===== config.mk =====
export PLATFORM = sky130hd
export DESIGN_NAME = dpcm_bitstream_audio_decoder_flat
export DESIGN_NICKNAME = d
export VERILOG_FILES = /design/src/sv/dpcm_pkg.sv /design/src/sv/dpcm_in_if.sv /design/src/sv/dpcm_out_if.sv /design/src/sv/dpcm_cfg_if.sv /design/src/sv/dpcm_ctrl.sv /design/src/sv/dpcm_dpath.sv /design/src/sv/dpcm_bitstream_audio_decoder.sv /design/src/flat_wrapper.sv
export SDC_FILE = /design/constraint.sdc
export NUM_CORES = 1
export LEC_CHECK = 0
export BUFFER_PORTS_ARGS = -buffer_cell sky130_fd_sc_hd__buf_2
export CAP_MARGIN = 20
export CELL_PAD_IN_SITES_DETAIL_PLACEMENT = 2
export CELL_PAD_IN_SITES_GLOBAL_PLACEMENT = 2
export CORE_UTILIZATION = 25
export DETAILED_ROUTE_END_ITERATION = 10
export GPL_TIMING_DRIVEN = 0
export PLACE_DENSITY_LB_ADDON = 0.1
export SLEW_MARGIN = 10
export SYNTH_ARGS = -nofsm -noshare
export SYNTH_HDL_FRONTEND = slang
export SYNTH_SLANG_ARGS = --single-unit

===== constraint.sdc =====
create_clock -name i_clk -period 22.6 [get_ports i_clk]
set_input_delay 3.39 -clock i_clk [delete_from_list [all_inputs] [get_ports i_clk]]
set_output_delay 3.39 -clock i_clk [all_outputs]
set_load 0.01 [all_outputs]

===== src/sv/dpcm_pkg.sv =====
package dpcm_pkg;

    localparam int CFG_IDX_W  = 3;
    localparam int CFG_DATA_W = 16;
    localparam int SAMPLE_W   = 16;
    localparam int RUN_W      = 9;
    localparam int BUF_W      = 24;
    localparam int BCNT_W     = 5;

    typedef enum logic [CFG_IDX_W-1:0] {
        REG_LEVEL,
        REG_WIDE,
        REG_STEREO,
        REG_BLOCK,
        REG_LAST_BLOCK
    } t_reg_idx;

    localparam logic [2:0] CODE_REPEAT = 3'd0;
    localparam logic [2:0] CODE_BIG    = 3'd7;
    localparam logic [2:0] LEVEL_HIGH  = 3'd3;
    localparam logic [2:0] LEVEL_RUN   = 3'd5;
    localparam logic [2:0] MAX_CODES   = 3'd4;

    typedef struct packed {
        logic accept;
        logic commit;
        logic push;
        logic push_last;
    } t_cmd;

    typedef struct packed {
        logic to_decode;
        logic can_decode;
        logic pend_valid;
        logic out_free;
    } t_status;

endpackage


===== src/sv/dpcm_in_if.sv =====
interface dpcm_in_if;
    logic       valid;
    logic       ready;
    logic [7:0] data_byte;
    logic       block_start;
    logic       final_block;

    modport source (output valid, data_byte, block_start, final_block, input ready);
    modport sink (input valid, data_byte, block_start, final_block, output ready);
endinterface


===== src/sv/dpcm_out_if.sv =====
interface dpcm_out_if import dpcm_pkg::*; ();
    logic                valid;
    logic                ready;
    logic [SAMPLE_W-1:0] sample;
    logic                channel;
    logic [RUN_W-1:0]    run_count;
    logic                block_done;
    logic                last_of_item;

    modport source (output valid, sample, channel, run_count, block_done, last_of_item,
                    input ready);
    modport sink (input valid, sample, channel, run_count, block_done, last_of_item,
                  output ready);
endinterface


===== src/sv/dpcm_cfg_if.sv =====
interface dpcm_cfg_if import dpcm_pkg::*; ();
    logic                  valid;
    logic                  ready;
    logic [CFG_IDX_W-1:0]  index;
    logic [CFG_DATA_W-1:0] data;

    modport source (output valid, index, data, input ready);
    modport sink (input valid, index, data, output ready);
endinterface


===== src/sv/dpcm_ctrl.sv =====
module dpcm_ctrl import dpcm_pkg::*; (
    input  logic    i_clk,
    input  logic    i_rst_n,
    input  logic    i_in_valid,
    input  t_status i_status,
    output logic    o_in_ready,
    output t_cmd    o_cmd
);

    typedef enum logic {S_IDLE, S_DECODE} t_state;

    t_state     r_state, n_state;
    logic [2:0] r_codes, n_codes;
    logic       step;

    assign o_in_ready = (r_state == S_IDLE);

    always_comb begin
        n_state = r_state;
        n_codes = r_codes;
        o_cmd   = '0;
        step    = i_status.can_decode && (r_codes != MAX_CODES);
        case (r_state)
            S_IDLE: begin
                if (i_in_valid) begin
                    o_cmd.accept = 1'b1;
                    if (i_status.to_decode) begin
                        n_state = S_DECODE;
                        n_codes = '0;
                    end
                end
            end
            S_DECODE: begin
                if (step) begin
                    if (!i_status.pend_valid || i_status.out_free) begin
                        o_cmd.commit = 1'b1;
                        o_cmd.push   = i_status.pend_valid;
                        n_codes      = r_codes + 3'd1;
                    end
                end else if (!i_status.pend_valid) begin
                    n_state = S_IDLE;
                end else if (i_status.out_free) begin
                    // flush the held word, tagged as last of the byte
                    o_cmd.push      = 1'b1;
                    o_cmd.push_last = 1'b1;
                    n_state         = S_IDLE;
                end
            end
            default: n_state = S_IDLE;
        endcase
    end

    always_ff @(posedge i_clk) begin
        if (!i_rst_n) begin
            r_state <= S_IDLE;
            r_codes <= '0;
        end else begin
            r_state <= n_state;
            r_codes <= n_codes;
        end
    end

endmodule


===== src/sv/dpcm_dpath.sv =====
module dpcm_dpath import dpcm_pkg::*; #(
    parameter int COUNT_WIDTH = 16
) (
    input  logic                  i_clk,
    input  logic                  i_rst_n,
    input  logic                  i_cfg_valid,
    input  logic [CFG_IDX_W-1:0]  i_cfg_index,
    input  logic [CFG_DATA_W-1:0] i_cfg_data,
    input  logic [7:0]            i_data_byte,
    input  logic                  i_block_start,
    input  logic                  i_final_block,
    input  t_cmd                  i_cmd,
    output t_status               o_status,
    input  logic                  i_out_ready,
    output logic                  o_out_valid,
    output logic [SAMPLE_W-1:0]   o_sample,
    output logic                  o_channel,
    output logic [RUN_W-1:0]      o_run_count,
    output logic                  o_block_done,
    output logic                  o_last_of_item
);

    localparam int LW = (COUNT_WIDTH > 16) ? COUNT_WIDTH : 16;
    localparam int EW = (COUNT_WIDTH > RUN_W) ? COUNT_WIDTH : RUN_W;

    logic [2:0]             r_level;
    logic                   r_wide;
    logic                   r_stereo;
    logic [15:0]            r_blk;
    logic [15:0]            r_last_blk;

    logic [BUF_W-1:0]       r_buf;
    logic [BCNT_W-1:0]      r_cnt;
    logic [SAMPLE_W-1:0]    r_pred [2];
    logic                   r_tog;
    logic [COUNT_WIDTH-1:0] r_left;
    logic [2:0]             r_hdr;

    logic                   r_pend_valid;
    logic [SAMPLE_W-1:0]    r_pend_sample;
    logic                   r_pend_ch;
    logic [RUN_W-1:0]       r_pend_run;
    logic                   r_pend_done;

    logic                   r_out_valid;
    logic [SAMPLE_W-1:0]    r_out_sample;
    logic                   r_out_ch;
    logic [RUN_W-1:0]       r_out_run;
    logic                   r_out_done;
    logic                   r_out_last;

    // code decode
    logic                   hi;
    logic [2:0]             code;
    logic [3:0]             nbits;
    logic [3:0]             shift;
    logic [4:0]             len;
    logic                   off4;
    logic                   is_diff;
    logic                   is_zero;
    logic [7:0]             extra;
    logic                   complete;
    logic [9:0]             fld;
    logic [9:0]             topm;
    logic                   sign;
    logic [9:0]             mag;
    logic [SAMPLE_W-1:0]    delta;
    logic [SAMPLE_W-1:0]    pcur;
    logic [SAMPLE_W-1:0]    pnew;
    logic [RUN_W-1:0]       emit_raw;
    logic [EW-1:0]          emit_e;
    logic [EW-1:0]          left_e;
    logic [EW-1:0]          emit_s;
    logic [COUNT_WIDTH-1:0] left_new;

    // byte intake
    logic [2:0]             total;
    logic [2:0]             hdr_eff;
    logic [2:0]             idx_full;
    logic                   hch;
    logic [15:0]            cnt_src;
    logic [LW-1:0]          cnt_ext;
    logic [LW-1:0]          cnt_max;
    logic [COUNT_WIDTH-1:0] cnt_sat;
    logic [BUF_W-1:0]       buf_app;

    always_comb begin
        hi      = (r_level >= LEVEL_HIGH);
        code    = r_buf[2:0];
        nbits   = 4'd0;
        shift   = 4'd0;
        len     = 5'd3;
        off4    = 1'b0;
        is_diff = 1'b0;
        is_zero = 1'b0;
        extra   = 8'd0;
        if (code == CODE_BIG) begin
            off4 = 1'b1;
            if (r_buf[3]) begin
                is_zero = 1'b1;
                len     = 5'd4;
            end else begin
                is_diff = 1'b1;
                nbits   = hi ? 4'd8 : 4'd8 - {1'b0, r_level};
                shift   = hi ? 4'd9 : 4'd9 + {1'b0, r_level};
                len     = 5'd4 + {1'b0, nbits};
            end
        end else if (code != CODE_REPEAT) begin
            is_diff = 1'b1;
            nbits   = hi ? 4'd3 + {1'b0, r_level} : 4'd5 - {1'b0, r_level};
            shift   = hi ? 4'd1 + {1'b0, code} : 4'd2 + {1'b0, code} + {1'b0, r_level};
            len     = 5'd3 + {1'b0, nbits};
        end else if (r_level == LEVEL_RUN && !r_stereo) begin
            if (!r_buf[3]) begin
                len = 5'd4;
            end else if (r_buf[5:4] != 2'd3) begin
                extra = {6'd0, r_buf[5:4]};
                len   = 5'd6;
            end else begin
                extra = r_buf[13:6];
                len   = 5'd14;
            end
        end
        // missing bits read as zero, so a short buffer always fails this compare
        complete = (r_cnt >= len);

        fld   = off4 ? r_buf[13:4] : r_buf[12:3];
        topm  = 10'd1 << (nbits - 4'd1);
        sign  = |(fld & topm);
        mag   = fld & (topm - 10'd1);
        delta = {6'd0, mag} << shift;
        pcur  = r_pred[r_tog];
        if (is_zero) begin
            pnew = '0;
        end else if (is_diff) begin
            pnew = sign ? pcur - delta : pcur + delta;
        end else begin
            pnew = pcur;
        end

        emit_raw = {1'b0, extra} + 9'd1;
        emit_e   = EW'(emit_raw);
        left_e   = EW'(r_left);
        emit_s   = (emit_e > left_e) ? left_e : emit_e;
        left_new = COUNT_WIDTH'(left_e - emit_s);
    end

    always_comb begin
        total    = 3'd1 << ({2'd0, r_stereo} + {2'd0, r_wide});
        hdr_eff  = i_block_start ? total : r_hdr;
        idx_full = total - hdr_eff;
        hch      = r_wide ? idx_full[1] : idx_full[0];
        cnt_src  = i_final_block ? r_last_blk : r_blk;
        cnt_ext  = LW'(cnt_src);
        cnt_max  = LW'({COUNT_WIDTH{1'b1}});
        cnt_sat  = (cnt_ext > cnt_max) ? {COUNT_WIDTH{1'b1}} : cnt_ext[COUNT_WIDTH-1:0];
        buf_app  = r_buf | (BUF_W'(i_data_byte) << r_cnt);
    end

    assign o_status.to_decode  = (hdr_eff == 3'd0) && (r_left != '0);
    assign o_status.can_decode = complete && (r_left != '0);
    assign o_status.pend_valid = r_pend_valid;
    assign o_status.out_free   = !r_out_valid || i_out_ready;

    always_ff @(posedge i_clk) begin
        if (!i_rst_n) begin
            r_level      <= 3'd0;
            r_wide       <= 1'b1;
            r_stereo     <= 1'b0;
            r_blk        <= 16'd1;
            r_last_blk   <= 16'd0;
            r_buf        <= '0;
            r_cnt        <= '0;
            r_pred[0]    <= '0;
            r_pred[1]    <= '0;
            r_tog        <= 1'b0;
            r_left       <= '0;
            r_hdr        <= '0;
            r_pend_valid <= 1'b0;
            r_out_valid  <= 1'b0;
        end else begin
            if (i_cfg_valid) begin
                case (t_reg_idx'(i_cfg_index))
                    REG_LEVEL:      r_level    <= i_cfg_data[2:0];
                    REG_WIDE:       r_wide     <= i_cfg_data[0];
                    REG_STEREO:     r_stereo   <= i_cfg_data[0];
                    REG_BLOCK:      r_blk      <= i_cfg_data;
                    REG_LAST_BLOCK: r_last_blk <= i_cfg_data;
                    default: ;
                endcase
            end

            if (i_cmd.accept) begin
                if (i_block_start) begin
                    r_left <= cnt_sat;
                    r_buf  <= '0;
                    r_cnt  <= '0;
                    r_tog  <= 1'b0;
                end
                if (hdr_eff != 3'd0) begin
                    if (!r_wide) begin
                        r_pred[hch] <= {8'd0, i_data_byte};
                    end else if (idx_full[0]) begin
                        r_pred[hch][15:8] <= i_data_byte;
                    end else begin
                        r_pred[hch][7:0] <= i_data_byte;
                    end
                    r_hdr <= hdr_eff - 3'd1;
                end else if (r_left != '0) begin
                    r_buf <= buf_app;
                    r_cnt <= r_cnt + 5'd8;
                end
            end

            if (i_cmd.commit) begin
                r_pred[r_tog] <= pnew;
                r_left        <= left_new;
                if (left_new == '0) begin
                    r_buf <= '0;
                    r_cnt <= '0;
                end else begin
                    r_buf <= r_buf >> len;
                    r_cnt <= r_cnt - len;
                end
                if (r_stereo) begin
                    r_tog <= r_tog ^ emit_s[0];
                end
                r_pend_valid <= 1'b1;
            end else if (i_cmd.push) begin
                r_pend_valid <= 1'b0;
            end

            if (i_cmd.push) begin
                r_out_valid <= 1'b1;
            end else if (i_out_ready) begin
                r_out_valid <= 1'b0;
            end
        end
    end

    always_ff @(posedge i_clk) begin
        if (i_cmd.commit) begin
            r_pend_sample <= r_wide ? pnew : {8'd0, pnew[7:0]};
            r_pend_ch     <= r_tog;
            r_pend_run    <= emit_s[RUN_W-1:0];
            r_pend_done   <= (left_new == '0);
        end
        if (i_cmd.push) begin
            r_out_sample <= r_pend_sample;
            r_out_ch     <= r_pend_ch;
            r_out_run    <= r_pend_run;
            r_out_done   <= r_pend_done;
            r_out_last   <= i_cmd.push_last;
        end
    end

    assign o_out_valid    = r_out_valid;
    assign o_sample       = r_out_sample;
    assign o_channel      = r_out_ch;
    assign o_run_count    = r_out_run;
    assign o_block_done   = r_out_done;
    assign o_last_of_item = r_out_last;

endmodule


===== src/sv/dpcm_bitstream_audio_decoder.sv =====
// channel  dir  fields                                           word
// i_in     in   data_byte, block_start, final_block              one compressed byte
// o_out    out  sample, channel, run_count, block_done, last_of_item  one decoded sample run
// i_cfg    in   index, data                                      one register write
//
// A byte is taken while the controller is idle; header bytes and ignored bytes need no decode.
// A data byte then decodes one code per cycle while the output register can take a word,
// up to four codes, then a final step tags the last word, all in the single shared code decoder.
// Reset is synchronous and active low; it clears control state and valid flags, not the
// held word data; no clearing pass. A full output register stalls decoding; the next
// byte waits until the byte's last word has been handed to the output register.
module dpcm_bitstream_audio_decoder import dpcm_pkg::*; #(
    parameter int COUNT_WIDTH = 16
) (
    input  logic  i_clk,
    input  logic  i_rst_n,
    dpcm_in_if.sink    i_in,
    dpcm_out_if.source o_out,
    dpcm_cfg_if.sink   i_cfg
);

    t_cmd    cmd;
    t_status status;

    assign i_cfg.ready = 1'b1;

    dpcm_ctrl u_ctrl (
        .i_clk      (i_clk),
        .i_rst_n    (i_rst_n),
        .i_in_valid (i_in.valid),
        .i_status   (status),
        .o_in_ready (i_in.ready),
        .o_cmd      (cmd)
    );

    dpcm_dpath #(
        .COUNT_WIDTH (COUNT_WIDTH)
    ) u_dpath (
        .i_clk          (i_clk),
        .i_rst_n        (i_rst_n),
        .i_cfg_valid    (i_cfg.valid),
        .i_cfg_index    (i_cfg.index),
        .i_cfg_data     (i_cfg.data),
        .i_data_byte    (i_in.data_byte),
        .i_block_start  (i_in.block_start),
        .i_final_block  (i_in.final_block),
        .i_cmd          (cmd),
        .o_status       (status),
        .i_out_ready    (o_out.ready),
        .o_out_valid    (o_out.valid),
        .o_sample       (o_out.sample),
        .o_channel      (o_out.channel),
        .o_run_count    (o_out.run_count),
        .o_block_done   (o_out.block_done),
        .o_last_of_item (o_out.last_of_item)
    );

endmodule


===== src/flat_wrapper.sv =====
// flat-port wrapper written by rule: the top's interface ports become plain ports
module dpcm_bitstream_audio_decoder_flat import dpcm_pkg::*;
#(
    parameter int COUNT_WIDTH = 16
)
  (i_clk, i_rst_n, i_in_valid, i_in_data_byte, i_in_block_start, i_in_final_block, i_in_ready, o_out_valid, o_out_sample, o_out_channel, o_out_run_count, o_out_block_done, o_out_last_of_item, o_out_ready, i_cfg_valid, i_cfg_index, i_cfg_data, i_cfg_ready);
  dpcm_in_if i_in_i ();
  dpcm_out_if o_out_i ();
  dpcm_cfg_if i_cfg_i ();
  input  logic i_clk;
  input  logic i_rst_n;
  input wire logic [$bits(i_in_i.valid)-1:0] i_in_valid;
  input wire logic [$bits(i_in_i.data_byte)-1:0] i_in_data_byte;
  input wire logic [$bits(i_in_i.block_start)-1:0] i_in_block_start;
  input wire logic [$bits(i_in_i.final_block)-1:0] i_in_final_block;
  output wire logic [$bits(i_in_i.ready)-1:0] i_in_ready;
  output wire logic [$bits(o_out_i.valid)-1:0] o_out_valid;
  output wire logic [$bits(o_out_i.sample)-1:0] o_out_sample;
  output wire logic [$bits(o_out_i.channel)-1:0] o_out_channel;
  output wire logic [$bits(o_out_i.run_count)-1:0] o_out_run_count;
  output wire logic [$bits(o_out_i.block_done)-1:0] o_out_block_done;
  output wire logic [$bits(o_out_i.last_of_item)-1:0] o_out_last_of_item;
  input wire logic [$bits(o_out_i.ready)-1:0] o_out_ready;
  input wire logic [$bits(i_cfg_i.valid)-1:0] i_cfg_valid;
  input wire logic [$bits(i_cfg_i.index)-1:0] i_cfg_index;
  input wire logic [$bits(i_cfg_i.data)-1:0] i_cfg_data;
  output wire logic [$bits(i_cfg_i.ready)-1:0] i_cfg_ready;
  assign i_in_i.valid = i_in_valid;
  assign i_in_i.data_byte = i_in_data_byte;
  assign i_in_i.block_start = i_in_block_start;
  assign i_in_i.final_block = i_in_final_block;
  assign i_in_ready = i_in_i.ready;
  assign o_out_valid = o_out_i.valid;
  assign o_out_sample = o_out_i.sample;
  assign o_out_channel = o_out_i.channel;
  assign o_out_run_count = o_out_i.run_count;
  assign o_out_block_done = o_out_i.block_done;
  assign o_out_last_of_item = o_out_i.last_of_item;
  assign o_out_i.ready = o_out_ready;
  assign i_cfg_i.valid = i_cfg_valid;
  assign i_cfg_i.index = i_cfg_index;
  assign i_cfg_i.data = i_cfg_data;
  assign i_cfg_ready = i_cfg_i.ready;
  dpcm_bitstream_audio_decoder #(.COUNT_WIDTH(COUNT_WIDTH)) u_core (.i_clk(i_clk), .i_rst_n(i_rst_n), .i_in(i_in_i), .o_out(o_out_i), .i_cfg(i_cfg_i));
endmodule

==> qor.txt, run 1 <==
Final Cycle Share = 41.6%
PD cells = 68.1 nW/um2
vias in the first global route = 14,151
ANT cells = 0
GRT overflow = 0
top-count cell post-synth = nand2_1
Final Hold Vio Count = 0
Row Count = 85
RR Endpoint = u_core.u_dpath.r_buf[13]$_SDFFE_PN0P_
compound-gate portion of the synthesized area = 22.7%
nets@finish = 1,842
ys async rst share = 0%
first-pass GRT wire length = 89,700 um
synth top area cells = edfxtp_1, dfxtp_1, mux2i_1
Hold-fix buffers, CTS = 0
critical path endpoint category = flip-flop
hold depth = 0
DRT Pass-1 Iters = 4
CP peak stage delay = 0.64 ns
Layout Area Growth over Synthesis = 13.3%
Clock Latency Late Sink = 0.50 ns
Synth Net Count = 1,759
GR Util All Layers = 21.5%
synthesized cell area = 13,600 um2
Post-synth EDFFs = 87
Core Box Area = 53,700 um2
pin count of the biggest net entering global routing = 26
dpl cell area = 14,800 um2
share of the synthesized area in the top cell type = 19.2%
post-synth top area cell = edfxtp_1
actual slew at the worst max-slew pin = 1.11 ns
die area = 55,300 um2
flop2flop setup slack = 13.20 ns
critical path startpoint category = flip-flop
CP required = 23.00 ns
largest family of logic cells by synthesized area = compound AO/OA/AOI/OAI gates
CP Max Fanout = 10
Hold Startpoint = u_core.u_dpath.r_pend_ch$_DFFE_PP_
routed vias = 13,158
FF+latch count, synth = 180
average cell area after synthesis = 8.18 um2
status = finished, final reports clean
cells on worst reg2reg path = 34
fraction of layout cells with a size suffix above 1 = 9.79%
post-route design area = 15,400 um2
Die X = 235 um
antenna violations before repair = 0
Max Clk Rate = 0.106 GHz
# Post-CTS Setup Buffers = 0
Final Skew = 0.0144 ns
slowest cell on the critical path = dfxtp_1
fin crit period = 9.40 ns
Gate Count Post-Synth = 1,661
Hold Crit Endpoint = u_core.u_dpath.o_channel$_DFFE_PP_
Initial Util = 25.3%
worst vdd ir = 0.0597 mV
drt wl/cell = 24.0 um
mux share of post-synthesis cell area = 10.1%
RePlAce Congestion = 0.858
register area share after synthesis = 32.9%
CTS tree = yes
post-route setup TNS = 0 ns
Synth top cells by count = nand2_1, nor2_1, a21oi_1
Synth Area in XOR/XNOR = 2.90%
number of remaining DRC errors = 0
DRT antenna net count = 0
die height = 235 um
setup violators final = 0
CTS buffer count = 17
static leakage = 5.87 nW
Synth Area in Simple Gates = 20.0%
critical setup path kind = flip-flop to flip-flop
H-tree levels = 4
post-layout util = 28.7%
reg-to-reg critical path startpoint = u_core.u_dpath.r_buf[2]$_SDFFE_PN0P_
CTS clk-pin slew, worst paths = 0.08 ns
# port buffers = 61
max_cap viols = 0
synthesized-area fraction occupied by adder cells = 6.12%
drt initial violations = 594
Worst Hold Class = flip-flop to flip-flop
Synth Warn # = 0
post_cts resized = 0
Rel. slew slack = 25.6%
total wire length = 58,900 um
Final Max Slew Viols = 0
Worst path most repeated cell = o21a_1
Sink Count = 180
RSZ-0062 raised after global routing = false
CTS root buf = clkbuf_16
Primary FF master, synth = dfxtp_1
Synth cell types = 95
CTS Buffer Depth = 2
Arr. time, crit path = 9.80 ns
placed wire-length estimate = 46,600 um
vias per cell = 5.36
Ports = 65
number of fill cells in the layout = 6,173
[through the flow]
stage / setup WS (ns) / hold WS (ns) / power, mW / instances
3_3_place_gp: 12.29 / 0.402 / 0.744 / 2418
2_1_floorplan: 15.15 / 0.400 / 0.626 / 1661
6_report: 13.20 / 0.421 / 1.05 / 2453
3_5_place_dp: 13.11 / 0.406 / 0.751 / 2421
5_1_grt: 12.47 / 0.430 / 1.11 / 2453
4_1_cts: 13.10 / 0.423 / 1.06 / 2453
[logic make-up after synthesis]
family | Yosys count
AND/OR/NAND/NOR | 597
AO/OA/AOI/OAI | 460
buffers and inverters | 181
flip-flops | 180
multiplexers | 133
adder cells (fa/ha/maj) | 64
XOR/XNOR | 45
other | 1
[critical path, delay by kind of cell (launching register included)]
family,cells,cell delay [ns]
AO/OA/AOI/OAI,19,3.56
XOR/XNOR,1,0.30
adder cells (fa/ha/maj),4,1.32
buffers and inverters,6,2.21
flip-flops,1,0.64
multiplexers,1,0.44
AND/OR/NAND/NOR,3,0.78
[worst max-delay path by stage]
stage / from / endpoint / slack [ns] / depth (start not counted)
after floorplan: u_core.u_dpath.r_buf[0]$_SDFFE_PN0P_ / u_core.u_dpath.r_buf[21]$_SDFFE_PN0P_ / 15.15 / 34
final: u_core.u_dpath.r_buf[2]$_SDFFE_PN0P_ / u_core.u_dpath.r_buf[13]$_SDFFE_PN0P_ / 13.20 / 34
after detailed placement: u_core.u_dpath.r_buf[0]$_SDFFE_PN0P_ / u_core.u_dpath.r_buf[13]$_SDFFE_PN0P_ / 13.11 / 35
after global routing: u_core.u_dpath.r_buf[0]$_SDFFE_PN0P_ / u_core.u_dpath.r_buf[13]$_SDFFE_PN0P_ / 12.47 / 35
after global placement: u_core.u_dpath.r_buf[0]$_SDFFE_PN0P_ / u_core.u_dpath.r_buf[22]$_SDFFE_PN0P_ / 12.29 / 35
after CTS: u_core.u_dpath.r_buf[0]$_SDFFE_PN0P_ / u_core.u_dpath.r_buf[13]$_SDFFE_PN0P_ / 13.10 / 35
[flip-flops by register name, summed over array words and instances, names as in the netlist, 3 cells and up, named ones only]
register                      flops
u_core.u_ctrl.r_codes             3
u_core.u_dpath.left_e            16
u_core.u_dpath.o_run_count        9
u_core.u_dpath.o_sample          16
u_core.u_dpath.r_blk             16
u_core.u_dpath.r_buf             24
u_core.u_dpath.r_cnt              5
u_core.u_dpath.r_hdr              3
u_core.u_dpath.r_last_blk        16
u_core.u_dpath.r_level            3
u_core.u_dpath.r_pend_run         9
u_core.u_dpath.r_pend_sample     16
u_core.u_dpath.r_pred            32
[cell type report]
type                            count  area (um2)  share of cell area (%)
Sequential cell                   180        4470                    29.1
Tap cell                          696         871                    5.66
Clock inverter                     15         143                   0.927
Inverter                           76         285                    1.85
Buffer                            105         424                    2.76
Multi-Input combinational cell   1300        8410                    54.6
Clock buffer                       17         425                    2.76
Timing Repair Buffer               64         360                    2.34
[routing by layer]
metal / global-route usage (%) / up-vias / wire length [um]
li1: - / 6224 / -
met1: 27.7 / 6751 / 27900
met2: 37.4 / 135 / 28900
met3: 2.82 / 48 / 1130
met4: 5.52 / 0 / 935
met5: 0 / - / 0
[cells in the final DEF, fill, tap and decap left out, types with 20 or more instances in the layout]
master,netlist,final
xnor2_1,33,33
nor3_1,43,43
ha_1,60,60
inv_1,71,70
dfxtp_1,93,93
mux2i_1,113,113
edfxtp_1,87,87
nand3_1,53,53
o21ai_0,99,99
clkbuf_1,74,74
nand2_1,215,215
a21oi_1,130,130
buf_2,13,75
o22ai_1,25,25
nor2_1,172,172
nor2b_1,20,20
[report_power, final]
| part | switching (mW) | total [mW] | internal, mW | leakage, nW |
|---|---|---|---|---|
| Combinational | 0.250 | 0.383 | 0.133 | 4.01 |
| Clock | 0.158 | 0.303 | 0.145 | 0.274 |
| Sequential | 0.00904 | 0.362 | 0.353 | 1.58 |
| Total | 0.417 | 1.05 | 0.631 | 5.87 |
Note: power is estimated with default switching activity, not from simulation.
==> inputs of run 2 (changes only) <==
Settings changed: ABC_AREA from default to 1.
Clock period 22.6 ns to 9.5 ns, I/O delays scaled along.
==> run 2 against run 1 <==
Critical path depth rose by 13. Sequential power rose by 140%. Worst setup slack got worse by 12 ns. Clock skew rose by 0.0025 ns. Hold slack improved by 0.0034 ns. Maximum frequency rose by 10%. Critical endpoint is now u_core.u_dpath.r_buf[1]$_SDFFE_PN0P_. Clock power rose to 2.7 times the previous value. Register-to-register slack got worse by 12 ns. Total power rose by 150%. Routed wire length fell by 0.79%.
==> qor.txt, run 2 <==
share of the synthesized area in the top cell type = 19.5% (was 19.2%)
Synth top cells by count = nand2_1, inv_1, o21ai_0 (was nand2_1, nor2_1, a21oi_1)
ANT cells = 0 (unchanged)
# port buffers = 63 (was 61)
DRT Pass-1 Iters = 4 (unchanged)
Top Registers = u_core.u_dpath.r_pred (32), u_core.u_dpath.r_buf (24) (unchanged)
critical path endpoint category = flip-flop (unchanged)
Core Box Area = 52,700 um2 (was 53,700 um2)
synthesized cell area = 13,400 um2 (was 13,600 um2)
number of flip-flops in the largest register = 32 (unchanged)
Synth Warn # = 0 (unchanged)
Rel. slew slack = 25.8% (was 25.6%)
post_cts resized = 0 (unchanged)
Worst Hold Class = flip-flop to flip-flop (unchanged)
CP required = 9.86 ns (was 23.00 ns)
Initial Util = 25.4% (was 25.3%)
Arr. time, crit path = 8.89 ns (was 9.80 ns)
Synth cell types = 61 (was 95)
ys async rst share = 0% (unchanged)
Ports = 65 (unchanged)
routed vias = 13,726 (was 13,158)
synthesized-area fraction occupied by adder cells = 6.21% (was 6.12%)
CP Max Fanout = 10 (unchanged)
largest family of logic cells by synthesized area = simple AND/OR/NAND/NOR gates (was compound AO/OA/AOI/OAI gates)
first-pass GRT wire length = 89,500 um (was 89,700 um)
fraction of layout cells with a size suffix above 1 = 9.02% (was 9.79%)
max_cap viols = 0 (unchanged)
GR Util All Layers = 21.9% (was 21.5%)
CTS Buffer Depth = 2 (unchanged)
GRT overflow = 0 (unchanged)
PD cells = 170 nW/um2 (was 68.1 nW/um2)
vias per cell = 5.03 (was 5.36)
static leakage = 6.42 nW (was 5.87 nW)
setup violators final = 0 (unchanged)
top-count cell post-synth = nand2_1 (unchanged)
most frequent cells in the layout = nand2_1, inv_1, o21ai_0, nor2_1, a21oi_1 (was nand2_1, nor2_1, a21oi_1, mux2i_1, o21ai_0)
nets@finish = 2,126 (was 1,842)
post-route setup TNS = 0 ns (unchanged)
Synth Net Count = 2,042 (was 1,759)
compound-gate portion of the synthesized area = 21.4% (was 22.7%)
Final Max Slew Viols = 0 (unchanged)
vias in the first global route = 14,730 (was 14,151)
number of remaining DRC errors = 0 (unchanged)
critical setup path kind = flip-flop to flip-flop (unchanged)
Clock Latency Late Sink = 0.47 ns (was 0.50 ns)
synth top area cells = edfxtp_1, dfxtp_1, nand2_1 (was edfxtp_1, dfxtp_1, mux2i_1)
Die X = 233 um (was 235 um)
DRT antenna net count = 0 (unchanged)
Layout Area Growth over Synthesis = 14.1% (was 13.3%)
Post-synth EDFFs = 87 (unchanged)
# Post-CTS Setup Buffers = 0 (unchanged)
most common cell after layout, fill and taps aside = nand2_1 (unchanged)
critical path startpoint category = flip-flop (unchanged)
CTS clk-pin slew, worst paths = 0.08 ns (about the same)
status = finished, final reports clean (unchanged)
post-synth top area cell = edfxtp_1 (unchanged)
Row Count = 84 (was 85)
average cell area after synthesis = 6.88 um2 (was 8.18 um2)
Gate Count Post-Synth = 1,944 (was 1,661)
CP peak stage delay = 0.46 ns (was 0.64 ns)
slowest cell on the critical path = fa_1 (was dfxtp_1)
Final Hold Vio Count = 0 (unchanged)
Hold-fix buffers, CTS = 0 (unchanged)
drt initial violations = 603 (was 594)
die height = 233 um (was 235 um)
post-layout util = 29.0% (was 28.7%)
fin crit period = 8.53 ns (was 9.40 ns)
actual slew at the worst max-slew pin = 1.10 ns (was 1.11 ns)
placed wire-length estimate = 47,500 um (was 46,600 um)
total wire length = 58,400 um (was 58,900 um)
antenna violations before repair = 0 (unchanged)
Synth Area in XOR/XNOR = 2.55% (was 2.90%)
CTS tree = yes (unchanged)
FF+latch count, synth = 180 (unchanged)
register area share after synthesis = 33.5% (was 32.9%)
worst vdd ir = 0.132 mV (was 0.0597 mV)
Sink Count = 180 (unchanged)
mux share of post-synthesis cell area = 0.374% (was 10.1%)
Synth Area in Simple Gates = 25.7% (was 20.0%)
H-tree levels = 4 (unchanged)
Worst path most repeated cell = nor2_1 (was o21a_1)
Reg with most FFs = u_core.u_dpath.r_pred (unchanged)
Final Skew = 0.0169 ns (was 0.0144 ns)
Primary FF master, synth = dfxtp_1 (unchanged)
Max Clk Rate = 0.117 GHz (was 0.106 GHz)
pin count of the biggest net entering global routing = 29 (was 26)
RSZ-0062 raised after global routing = false (unchanged)
RePlAce Congestion = 0.907 (was 0.858)
die area = 54,400 um2 (was 55,300 um2)
drt wl/cell = 21.4 um (was 24.0 um)
CTS buffer count = 17 (unchanged)
Hold WS = 0.424 ns (was 0.421 ns)
CTS root buf = clkbuf_16 (unchanged)
Final Cycle Share = 89.8% (was 41.6%)
## run 2: power by group
group          leakage [nW]  switching [mW]  internal, mW
clock                 0.308           0.362         0.449
sequential             1.61          0.0215         0.844
combinational          4.50           0.640         0.272
## run 2: layout make-up
type | count | area, um2
plain buffers | 78 | 327
flip-flops and latches | 180 | 4470
clock inverters | 15 | 216
well taps | 688 | 861
clock buffers | 17 | 425
multi-input cells | 1408 | 7550
inverters | 278 | 1040
fillers | 6341 | 37400
repair buffers | 65 | 355
## run 2: through the flow
step / instance area [um2] / cells / worst slack [ns] / total power, mW
final: 15200 / 2729 / 0.972 / 2.59
after global routing: 15200 / 2729 / 0.122 / 2.75
after CTS: 15200 / 2729 / 0.420 / 2.63
after detailed placement: 14600 / 2697 / 0.508 / 1.81
after global placement: 14500 / 2695 / 0.773 / 1.78
after floorplan: 13400 / 1944 / 2.99 / 1.49
## run 2: path summary, 6_finish.rpt
check                                    startpoint                                       to  slack (ns)  cells past startpoint
max            u_core.u_dpath.r_buf[0]$_SDFFE_PN0P_     u_core.u_dpath.r_buf[1]$_SDFFE_PN0P_        0.97                     47
min          u_core.u_dpath.r_pend_run[8]$_DFFE_PP_  u_core.u_dpath.o_run_count[8]$_DFFE_PP_        0.42                      0
max reg2reg    u_core.u_dpath.r_buf[0]$_SDFFE_PN0P_     u_core.u_dpath.r_buf[1]$_SDFFE_PN0P_        0.97                     47
min reg2reg  u_core.u_dpath.r_pend_run[8]$_DFFE_PP_  u_core.u_dpath.o_run_count[8]$_DFFE_PP_        0.42                      0
## run 2: kinds of logic after synthesis
kind of cell,after synthesis
adder cells (fa/ha/maj),64
AND/OR/NAND/NOR,790
AO/OA/AOI/OAI,509
flip-flops,180
XOR/XNOR,39
multiplexers,5
other,1
buffers and inverters,356
## run 2: worst max-delay path, delay by kind of cell, from the launching register on
| kind | cells | cell delay, ns |
|---|---|---|
| AO/OA/AOI/OAI | 12 | 1.84 |
| XOR/XNOR | 1 | 0.29 |
| adder cells (fa/ha/maj) | 4 | 1.27 |
| buffers and inverters | 9 | 1.71 |
| flip-flops | 1 | 0.38 |
| AND/OR/NAND/NOR | 21 | 2.92 |
## run 2: routing by layer
layer  GRT usage, %  wire length [um]  vias to the layer above
li1               -                 -                     6684
met1           29.2             28100                     6813
met2           37.0             27600                      181
met3           2.89              1530                       48
met4           5.51              1150                        0
met5              0                 0                        -
==> inputs of run 3 (changes only) <==
Settings changed: PLACE_DENSITY from default to 0.58, PLACE_DENSITY_LB_ADDON 0.1 to default.
==> run 3 against run 2 <==
Maximum frequency barely moved. Combinational power about the same. Total power fell by 2.9%. First-iteration DRC count down 6.0%. Critical path type unchanged. Global-route usage about the same. Register-to-register slack is essentially flat. Final cell count unchanged. Clock skew fell by 0.0050 ns.
==> qor.txt, run 3 (synthesis gave the netlist of run 2 again) <==
GRT overflow = 0 (unchanged)
Worst Hold Class = flip-flop to flip-flop (unchanged)
Final Cycle Share = 89.8% (about the same)
placed wire-length estimate = 47,800 um (was 47,500 um)
Switch Pwr = 1.03 mW (was 1.02 mW)
Metal-1 WL = 27,900 um (was 28,100 um)
status = finished, final reports clean (unchanged)
combinational share of power = 36.3% (was 35.2%)
most frequent cells in the layout = nand2_1, inv_1, o21ai_0, nor2_1, a21oi_1 (unchanged)
Seq pwr share = 34.5% (was 33.4%)
DR top layer = met4 (unchanged)
Sink Count = 180 (unchanged)
Worst path most repeated cell = nor2_1 (unchanged)
Sw Share = 40.9% (was 39.5%)
GR Util All Layers = 21.9% (about the same)
Top Registers = u_core.u_dpath.r_pred (32), u_core.u_dpath.r_buf (24) (unchanged)
Die X = 233 um (unchanged)
die height = 233 um (unchanged)
Hold Crit Endpoint = u_core.u_dpath.o_block_done$_DFFE_PP_ (was u_core.u_dpath.o_run_count[8]$_DFFE_PP_)
pin count of the biggest net entering global routing = 31 (was 29)
drt initial violations = 567 (was 603)
RR Endpoint = u_core.u_dpath.r_buf[1]$_SDFFE_PN0P_ (unchanged)
critical setup path kind = flip-flop to flip-flop (unchanged)
CP peak stage delay = 0.45 ns (was 0.46 ns)
H-tree levels = 4 (unchanged)
Arr. time, crit path = 8.90 ns (was 8.89 ns)
die area = 54,400 um2 (unchanged)
CTS tree = yes (unchanged)
slowest cell on the critical path = fa_1 (unchanged)
flop2flop setup slack = 0.97 ns (about the same)
RePlAce Congestion = 0.900 (was 0.907)
CP Max Fanout = 10 (unchanged)
most common cell after layout, fill and taps aside = nand2_1 (unchanged)
actual slew at the worst max-slew pin = 1.10 ns (about the same)
DRT Pass-1 Iters = 5 (was 4)
RSZ-0062 raised after global routing = false (unchanged)
reg-to-reg critical path startpoint = u_core.u_dpath.r_buf[1]$_SDFFE_PN0P_ (was u_core.u_dpath.r_buf[0]$_SDFFE_PN0P_)
Reg with most FFs = u_core.u_dpath.r_pred (unchanged)
PD cells = 166 nW/um2 (was 170 nW/um2)
Hold-fix buffers, CTS = 0 (unchanged)
first-pass GRT wire length = 89,200 um (was 89,500 um)
dpl cell area = 14,600 um2 (unchanged)
clock network power share = 29.2% (was 31.3%)
max_cap viols = 0 (unchanged)
Final Max Slew Viols = 0 (unchanged)
vias per cell = 5.03 (about the same)
fin crit period = 8.53 ns (about the same)
# port buffers = 63 (unchanged)
Ports = 65 (unchanged)
Clock Latency Late Sink = 0.48 ns (was 0.47 ns)
WL met2 = 28,100 um (was 27,600 um)
Core Box Area = 52,700 um2 (unchanged)
nets@finish = 2,126 (unchanged)
setup violators final = 0 (unchanged)
CP required = 9.87 ns (was 9.86 ns)
antenna violations before repair = 0 (unchanged)
post-route design area = 15,200 um2 (about the same)
routed vias = 13,739 (was 13,726)
DRT antenna net count = 0 (unchanged)
worst vdd ir = 0.126 mV (was 0.132 mV)
vias in the first global route = 14,741 (was 14,730)
Rel. slew slack = 26.1% (was 25.8%)
Final Skew = 0.0119 ns (was 0.0169 ns)
WL met3 = 1720 um (was 1530 um)
CTS Buffer Depth = 2 (unchanged)
critical path endpoint category = flip-flop (unchanged)
CTS root buf = clkbuf_16 (unchanged)
Final Hold Vio Count = 0 (unchanged)
hold depth = 0 (unchanged)
P_int = 1.49 mW (was 1.57 mW)
drt wl/cell = 21.5 um (was 21.4 um)
ANT cells = 0 (unchanged)
post-route setup TNS = 0 ns (unchanged)
number of remaining DRC errors = 0 (unchanged)
CTS buffer count = 17 (unchanged)
Max Clk Rate = 0.117 GHz (about the same)
total wire length = 58,700 um (was 58,400 um)
static leakage = 6.38 nW (was 6.42 nW)
fraction of layout cells with a size suffix above 1 = 8.87% (was 9.02%)
CTS clk-pin slew, worst paths = 0.08 ns (about the same)
Initial Util = 25.4% (unchanged)
Row Count = 84 (unchanged)
critical path startpoint category = flip-flop (unchanged)
Layout Area Growth over Synthesis = 13.5% (was 14.1%)
number of flip-flops in the largest register = 32 (unchanged)
Hold Startpoint = u_core.u_dpath.r_pend_done$_DFFE_PP_ (was u_core.u_dpath.r_pend_run[8]$_DFFE_PP_)
cells on worst reg2reg path = 47 (unchanged)
run 3: changes by cell type in the layout (fill, tap and decap cells not counted):
cell,before,now
bufinv_16,4,1
inv_8,3,4
clkbuf_1,56,57
clkbuf_2,2,1
clkinv_1,6,8
run 3: worst max path at each step:
| stage | start | to | slack, ns |
|---|---|---|---|
| 6_report | u_core.u_dpath.r_buf[1]$_SDFFE_PN0P_ | u_core.u_dpath.r_buf[1]$_SDFFE_PN0P_ | 0.97 |
| 5_1_grt | u_core.u_dpath.r_buf[1]$_SDFFE_PN0P_ | u_core.u_dpath.r_buf[1]$_SDFFE_PN0P_ | 0.05 |
| 4_1_cts | u_core.u_dpath.r_buf[1]$_SDFFE_PN0P_ | u_core.u_dpath.r_buf[1]$_SDFFE_PN0P_ | 0.54 |
| 3_5_place_dp | u_core.u_dpath.r_buf[1]$_SDFFE_PN0P_ | u_core.u_dpath.r_buf[1]$_SDFFE_PN0P_ | 0.59 |
| 3_3_place_gp | u_core.u_dpath.r_buf[1]$_SDFFE_PN0P_ | u_core.u_dpath.r_buf[1]$_SDFFE_PN0P_ | 0.76 |
| 2_1_floorplan | u_core.u_dpath.r_buf[0]$_SDFFE_PN0P_ | u_core.u_dpath.r_buf[1]$_SDFFE_PN0P_ | 2.99 |
run 3: through the flow:
step / total power [mW] / hold WS (ns) / std cells / worst slack, ns / util (%)
2_1_floorplan: 1.49 / 0.400 / 1944 / 2.99 / -
3_3_place_gp: 1.79 / 0.401 / 2695 / 0.758 / 27.6
3_5_place_dp: 1.81 / 0.406 / 2697 / 0.590 / 27.7
4_1_cts: 2.55 / 0.424 / 2729 / 0.542 / 28.8
5_1_grt: 2.67 / 0.425 / 2729 / 0.0489 / 28.8
6_report: 2.51 / 0.423 / 2729 / 0.972 / 28.8
run 3: area by class of cell:
cell class,count,area (um2)
clock buffer,17,425
buffer,78,325
multi-input combinational,1408,7550
tap,688,861
timing repair buffer,65,355
sequential,180,4470
inverter,278,1040
clock inverter,15,145
fill,6333,37500
run 3: per-layer routing:
layer  track usage [%]  up-vias
met2              37.4      191
met4              5.56        0
met5                 0        -
met3              2.95       55
li1                  -     6693
met1              28.8     6800
run 3: power by group through the flow:
stage                     sequential (mW)  combinational [mW]  clock, mW
after floorplan                     0.873               0.619          0
after global placement              0.883               0.902          0
after detailed placement            0.885               0.925          0
after CTS                           0.867               0.930      0.753
after global routing                0.869                1.03      0.776
final                               0.866               0.913      0.735
run 3: worst max-delay path, delay by kind of cell (launching register included):
kind                     cells  cell delay [ns]
XOR/XNOR                     1             0.29
buffers and inverters        9             1.81
flip-flops                   1             0.42
adder cells (fa/ha/maj)      4             1.25
AND/OR/NAND/NOR             21             2.74
AO/OA/AOI/OAI               12             1.91
run 3: repair_timing:
action                     CTS  global route
gates resized for setup      0             2
setup endpoints to repair    0            20
setup buffers                0             0
